==> src/sv/glzw_pkg.sv <==
package glzw_pkg;

    localparam int CODE_W = 12;
    localparam int BYTE_W = 8;
    localparam int SIZE_W = 4;
    localparam int STAT_W = 3;
    localparam int WID_W  = 4;
    localparam int CLR_W  = 16;

    localparam logic ACT_RESET = 1'b0;
    localparam logic ACT_STEP  = 1'b1;

    localparam logic [STAT_W-1:0] ST_BYTE       = 3'd0;
    localparam logic [STAT_W-1:0] ST_RESET_DONE = 3'd1;
    localparam logic [STAT_W-1:0] ST_SIZE_ERR   = 3'd2;
    localparam logic [STAT_W-1:0] ST_END        = 3'd3;
    localparam logic [STAT_W-1:0] ST_NOBYTE     = 3'd4;
    localparam logic [STAT_W-1:0] ST_CORRUPT    = 3'd5;

    typedef struct packed {
        logic              action;
        logic [CODE_W-1:0] code;
        logic [SIZE_W-1:0] initial_size;
    } t_in_item;

    typedef struct packed {
        logic [BYTE_W-1:0] data_byte;
        logic [STAT_W-1:0] status;
        logic              code_taken;
        logic [WID_W-1:0]  code_width;
    } t_out_item;

    typedef enum logic [2:0] {
        CMD_NONE,
        CMD_DIRECT,
        CMD_POP_RD,
        CMD_POP_OUT,
        CMD_WALK_START,
        CMD_WALK_STEP,
        CMD_FINISH
    } t_cmd;

    typedef struct packed {
        logic in_valid;
        logic out_free;
        logic direct;
        logic pop;
        logic walk_go;
        logic step_more;
    } t_dp_stat;

endpackage

==> src/sv/glzw_ctrl.sv <==
module glzw_ctrl (
    input  logic               i_clk,
    input  logic               i_rst_n,
    input  glzw_pkg::t_dp_stat i_stat,
    output glzw_pkg::t_cmd     o_cmd
);

    typedef enum logic [3:0] {
        S_IDLE = 4'b0001,
        S_POP  = 4'b0010,
        S_WALK = 4'b0100,
        S_FIN  = 4'b1000
    } t_state;

    t_state r_state;
    t_state n_state;

    always_comb begin
        n_state = r_state;
        o_cmd   = glzw_pkg::CMD_NONE;
        unique case (r_state)
            S_IDLE: begin
                if (i_stat.in_valid) begin
                    if (i_stat.direct) begin
                        if (i_stat.out_free) begin
                            o_cmd = glzw_pkg::CMD_DIRECT;
                        end
                    end else if (i_stat.pop) begin
                        o_cmd   = glzw_pkg::CMD_POP_RD;
                        n_state = S_POP;
                    end else begin
                        o_cmd   = glzw_pkg::CMD_WALK_START;
                        n_state = i_stat.walk_go ? S_WALK : S_FIN;
                    end
                end
            end
            S_POP: begin
                if (i_stat.out_free) begin
                    o_cmd   = glzw_pkg::CMD_POP_OUT;
                    n_state = S_IDLE;
                end
            end
            S_WALK: begin
                o_cmd   = glzw_pkg::CMD_WALK_STEP;
                n_state = i_stat.step_more ? S_WALK : S_FIN;
            end
            S_FIN: begin
                if (i_stat.out_free) begin
                    o_cmd   = glzw_pkg::CMD_FINISH;
                    n_state = S_IDLE;
                end
            end
            default: begin
                n_state = S_IDLE;
            end
        endcase
    end

    always_ff @(posedge i_clk) begin
        if (!i_rst_n) begin
            r_state <= S_IDLE;
        end else begin
            r_state <= n_state;
        end
    end

endmodule

==> config.mk <==
export PLATFORM = sky130hd
export DESIGN_NAME = glzw_ctrl
export DESIGN_NICKNAME = d
export VERILOG_FILES = /design/src/sv/glzw_pkg.sv /design/src/sv/glzw_ctrl.sv
export SDC_FILE = /design/constraint.sdc
export NUM_CORES = 1
export LEC_CHECK = 0
export BUFFER_PORTS_ARGS = -buffer_cell sky130_fd_sc_hd__buf_2
export CAP_MARGIN = 40
export CORE_AREA = 2 2 39 41
export CTS_CLUSTER_DIAMETER = 30
export CTS_CLUSTER_SIZE = 28
export DETAILED_ROUTE_END_ITERATION = 6
export DIE_AREA = 0 0 41 43
export PLACE_DENSITY = 0.53
export SETUP_SLACK_MARGIN = 0.4
export SLEW_MARGIN = 20
export SYNTH_ARGS = -nofsm -noshare
export SYNTH_HDL_FRONTEND = slang
export SYNTH_SLANG_ARGS = --single-unit
==> constraint.sdc <==
create_clock -name i_clk -period 1.55 [get_ports i_clk]
set_input_delay 0.0775 -clock i_clk [delete_from_list [all_inputs] [get_ports i_clk]]
set_output_delay 0.0775 -clock i_clk [all_outputs]
set_load 0.02 [all_outputs]
Yosys cells after proc, flatten, opt, wreduce, memory -nomap -nowiden
Index checks and enable logic that the tools add are counted.
Cells by class
  reduce and logical (&&, ||, !) cells: 2
  equality and inequality tests: 7
  muxes and demuxes: 14
Operators by type and width (number)
  $mux W4: 6
  $mux W3: 4
  $pmux W3 S4: 1
  $pmux W4 S3: 1
  $eq A4 B1 Y1 const B: 1
  $eq A4 B2 Y1 const B: 1
  $eq A4 B3 Y1 const B: 1
  $eq A4 B4 Y1 const B: 1
  $ne A2 B2 Y1 const B: 2
  $reduce_and A3 Y1: 1
  $mux W2: 1
  $ne A2 B1 Y1 const B: 1
  $reduce_or A2 Y1: 1
  $mux W1: 1
Storage, ports and cells
  logic and storage cells: 24
  input bits: 8
  flip-flop bits (word level): 4
  output and inout bits: 3

Depth between registers and ports, before layout
  depth after elaboration: 5
  mapped depth: 5
  depth with buffers taken out: 4

Worst setup path after synthesis
No wires, ideal clock.
  kind: register to output
  from: register r_state[2]
  to: output port o_cmd[2]
  required time: 1472 ps
  setup slack: 250 ps
  arrival: 1222 ps
  buffers on the path: 1
  cell stages (with the launch flop): 5
  path through: dfxtp_1 > buf_4 > nor2b_1 > mux2i_1 > o32ai_1
On the way
  word-level cells in the longest chain between the ends: 2
  elaborated cells between the ends (all ways): 5
  those cells by class: eq/ne: 4; mux: 1
RTL lines
  start: declaration: RTL line glzw_ctrl.sv:15  | t_state r_state;
  start signal: assignment: RTL line glzw_ctrl.sv:63  | r_state <= n_state;
  $eq A4 B4 Y1, or another cell as far along: RTL line glzw_ctrl.sv:21  | unique case (r_state)
  $pmux W3 S4 *: RTL line glzw_ctrl.sv:21
  end: declaration: RTL line glzw_ctrl.sv:5  | output glzw_pkg::t_cmd o_cmd
Mark *: on every way between the ends. The rest lies on a longest branch, timed or not.

Worst setup path in the final report
Same ends and word-level chain as after synthesis.

==> results.md <==
- The largest delay contributor family on the critical path is flip-flops.
- The largest registers in the layout are r_state (4).
- The number of global-route vias before repair was ~420.
- The buffer type at the clock tree root is clkbuf_4.
- The routed via count divided by cell count is 5.08.
- The area added between synthesis and finish is 63.5%.
- For the pin with the worst max-slew slack, the measured transition is ~0.27 ns.
- Counting tap cells, the placed design contains a total of 69 instances.
- The max-slew violation count came to 0.
- The row count is 14.
- Timing would allow up to 729 MHz.
- By area the synthesized netlist is led by dfxtp_1, mux2i_1, nor4b_4, buf_6, nor2_1.
- For the worst setup path, the data arrival time is 1.29 ns.
- VDD sags by at most 704 uV.
- The largest total area in the synthesized netlist belongs to dfxtp_1.
- The longest clock path from root to sink contains 2 buffers.
- The congestion estimate from routability-driven global placement came to 0.742.
- The most common cell after layout, fill and taps aside is buf_4.
- Entering global routing, the biggest net connects 12 pins.
- Across the run, the number of max-cap violations was 0.
- The flip-flop count of the largest register after layout is 4.
- The number of buffers created by CTS is 3.
- The register bit total from synthesis is 4.
- On the critical path, the stage with the largest delay is an instance of dfxtp_4.
- The final-report hold violation count is 0.
- The finished cells cover 651 um2.
- The number of buffers and inverters on the critical path is 2.
- In the global route stage, overall resource usage came out at 14.5%.
- For the finished layout, the period the worst path requires is 1.37 ns.
- The die extent in y is ~43 um.
- STA classifies the critical path endpoint as an output port.
- The power density of the placed cells is about 1400 nW/um2.
- The filler-free cell count of the finished design is 84.
- The critical path goes through nor2b_4 > buf_4 > mux2i_2 > o32ai_2 > buf_4.
- The netlist uses 28 different library cells.
- The detailed-route DRC error count is 0.
- The run finished with clean final reports.
- The worst path uses 88.5% of the clock period.
- The horizontal extent of the die is ~40 um.
- TritonCTS built the clock tree.
- The register ranked first by flip-flop count is r_state.
- The type of the setup path with the least slack is reg -> out.
- In the layout the commonest cells are buf_4, buf_2, dfxtp_4.
- The count of nets left with antenna violations once routing finished came out at 0.
- The synthesized netlist occupies a cell area of a little under 400 um2.
- The clock reaches the later pin of the worst-skew pair after roughly 0.23 ns.
- The final antenna diode count is 0.
- The required time of the worst setup path is 1.47 ns.
- The initial antenna violation count is 0.
- The sink count of the clock tree is 4.
- Cells fill a little under half of the core in the end.
- The number of detailed-route iterations in the first pass is 4.
- Of all nets on the critical path, the largest fanout is 7.
- The kind of start point of the critical path is a flop.
- The worst hold margin is 0.0782 ns.
- In the final routed layout, each cell accounts on average for about 12 um.
- The initial DRC count is 4.
- The number of vias after detailed routing is around 430.
- The post-CTS clock slew at the launch and capture registers of the worst setup and hold paths is about 0.04 ns.
- After synthesis, flip-flops and latches occupy 20.1% of the total area.
- Fill cells in the final layout number 141.
- The die area is 1760 um2.
- The worst max-slew margin expressed relative to the limit is 82.0%.
- Setup repair after global routing could not meet its margin everywhere.
- The count of buffers added on input and output ports is 10.
- Dividing the synthesized area by the synthesized cell count gives 8.65 um2.
- The count of pins on the block boundary is 11.
- After routing, the total negative slack on setup checks comes to 0 ns.
- The delay contributed by the slowest stage of the critical path is roughly 0.37 ns.
- The core box area is between 1000 and 1500 um2.
- The depth of the CTS H-tree is 1.
- During synthesis, Yosys emitted a total of 0 warnings.
- The overflow left after global routing is 0.
- Once placement finished, the instance area stood at 467 um2.
- In this run the static leakage power is between 0.2 and 0.3 nW.
- The first global-routing pass estimated about 1.8 mm of wire.
- The kind of path behind the tightest hold check is in -> reg.
- The most numerous cell type found on the critical path is buf_4.
- The final wirelength is 1.05 mm.
- The proportion of layout cells with a drive suffix above 1 is between 60% and 70%.
- The wire-length estimate of the detail-placed layout is 637 um.
- The total of endpoints with negative setup slack in the final report is 0.
- The number of instances in the synthesized netlist is between 40 and 50.
- The clock arrives with ~0.0012 ns of skew.
- For this run, the post-layout net count is 78.
- For this configuration, the core starts out at a cell density of 28.8%.
- The synthesized netlist net count is 54.
- Summed over its instances, the top area cell type makes up around 20% of the synthesized netlist area.
## through the flow
| step | power, mW | setup WS, ns |
|---|---|---|
| global route | 0.957 | 0.0946 |
| CTS | 0.772 | 0.173 |
| finish | 0.891 | 0.178 |
| global placement | 0.537 | 0.128 |
| detailed placement | 0.537 | 0.132 |
| floorplan | 0.522 | 0.341 |
## synth_stat cells
cell / n
nor2_1: 5
dfxtp_1: 4
mux2i_1: 4
a21oi_1: 2
a2bb2oi_1: 2
buf_6: 2
inv_1: 2
nand2_1: 2
nand2b_1: 2
nor2b_1: 2
o21ai_1: 2
a41oi_1: 1
buf_2: 1
buf_4: 1
nand2b_2: 1
nand4b_1: 1
nor3_1: 1
nor4_1: 1
nor4b_1: 1
nor4b_2: 1
nor4b_4: 1
o2111a_1: 1
o22a_2: 1
o311ai_1: 1
o32ai_1: 1
or2b_1: 1
or3_1: 1
xnor2_1: 1
## routing by layer
layer  vias to the layer above  track usage [%]  wire (um)
met1                       196             18.9        482
met3                         2             5.24         35
met5                         -                0          0
li1                        219                -          -
met2                        10             20.9        512
met4                         0             6.00         15
## power by group
group	total, mW	internal (mW)	switching (mW)	leakage (nW)
Combinational	0.549	0.325	0.224	0.221
Clock	0.128	0.0866	0.0416	0.0138
Sequential	0.214	0.144	0.0705	0.0350
## path summary, 6_finish.rpt
path	start	endpoint	slack [ns]	cells after the start
max	r_state[2]$_SDFFE_PN0P_	o_cmd[2]	0.18	5
max reg2reg	r_state[0]$_SDFFE_PN1P_	r_state[3]$_SDFFE_PN0P_	0.20	5
min reg2reg	r_state[3]$_SDFFE_PN0P_	r_state[1]$_SDFFE_PN0P_	0.65	2
min	i_rst_n	r_state[0]$_SDFFE_PN1P_	0.08	2
## repair_timing
| action | 4_1_cts | 5_1_grt |
|---|---|---|
| setup endpoints to repair | 7 | 7 |
| pin swaps | 5 | 4 |
| resized for setup | 15 | 8 |
| hold endpoints to repair | 0 | 0 |
| cloned | 0 | 0 |
| hold buffers | 0 | 0 |
| buffers inserted | 7 | 5 |
## kinds of logic after synthesis
family,after synthesis,share of synthesized area [%]
buffers and inverters,6,10.7
muxes,4,10.1
xor gates and xnor gates,1,2.20
DFF,4,20.1
and+or+nand+nor,20,35.5
AOI/OAI and AO/OA,11,21.4
## area by class of cell
| class | instances | area, um2 | share of cell area (%) |
|---|---|---|---|
| Timing Repair Buffer | 23 | 159 | 24.4 |
| Tap cell | 16 | 20.0 | 3.08 |
| Multi-Input combinational cell | 36 | 347 | 53.3 |
| Sequential cell | 4 | 95.1 | 14.6 |
| Inverter | 2 | 7.51 | 1.15 |
| Clock buffer | 3 | 22.5 | 3.46 |
Power figures use the tool's default switching activity.
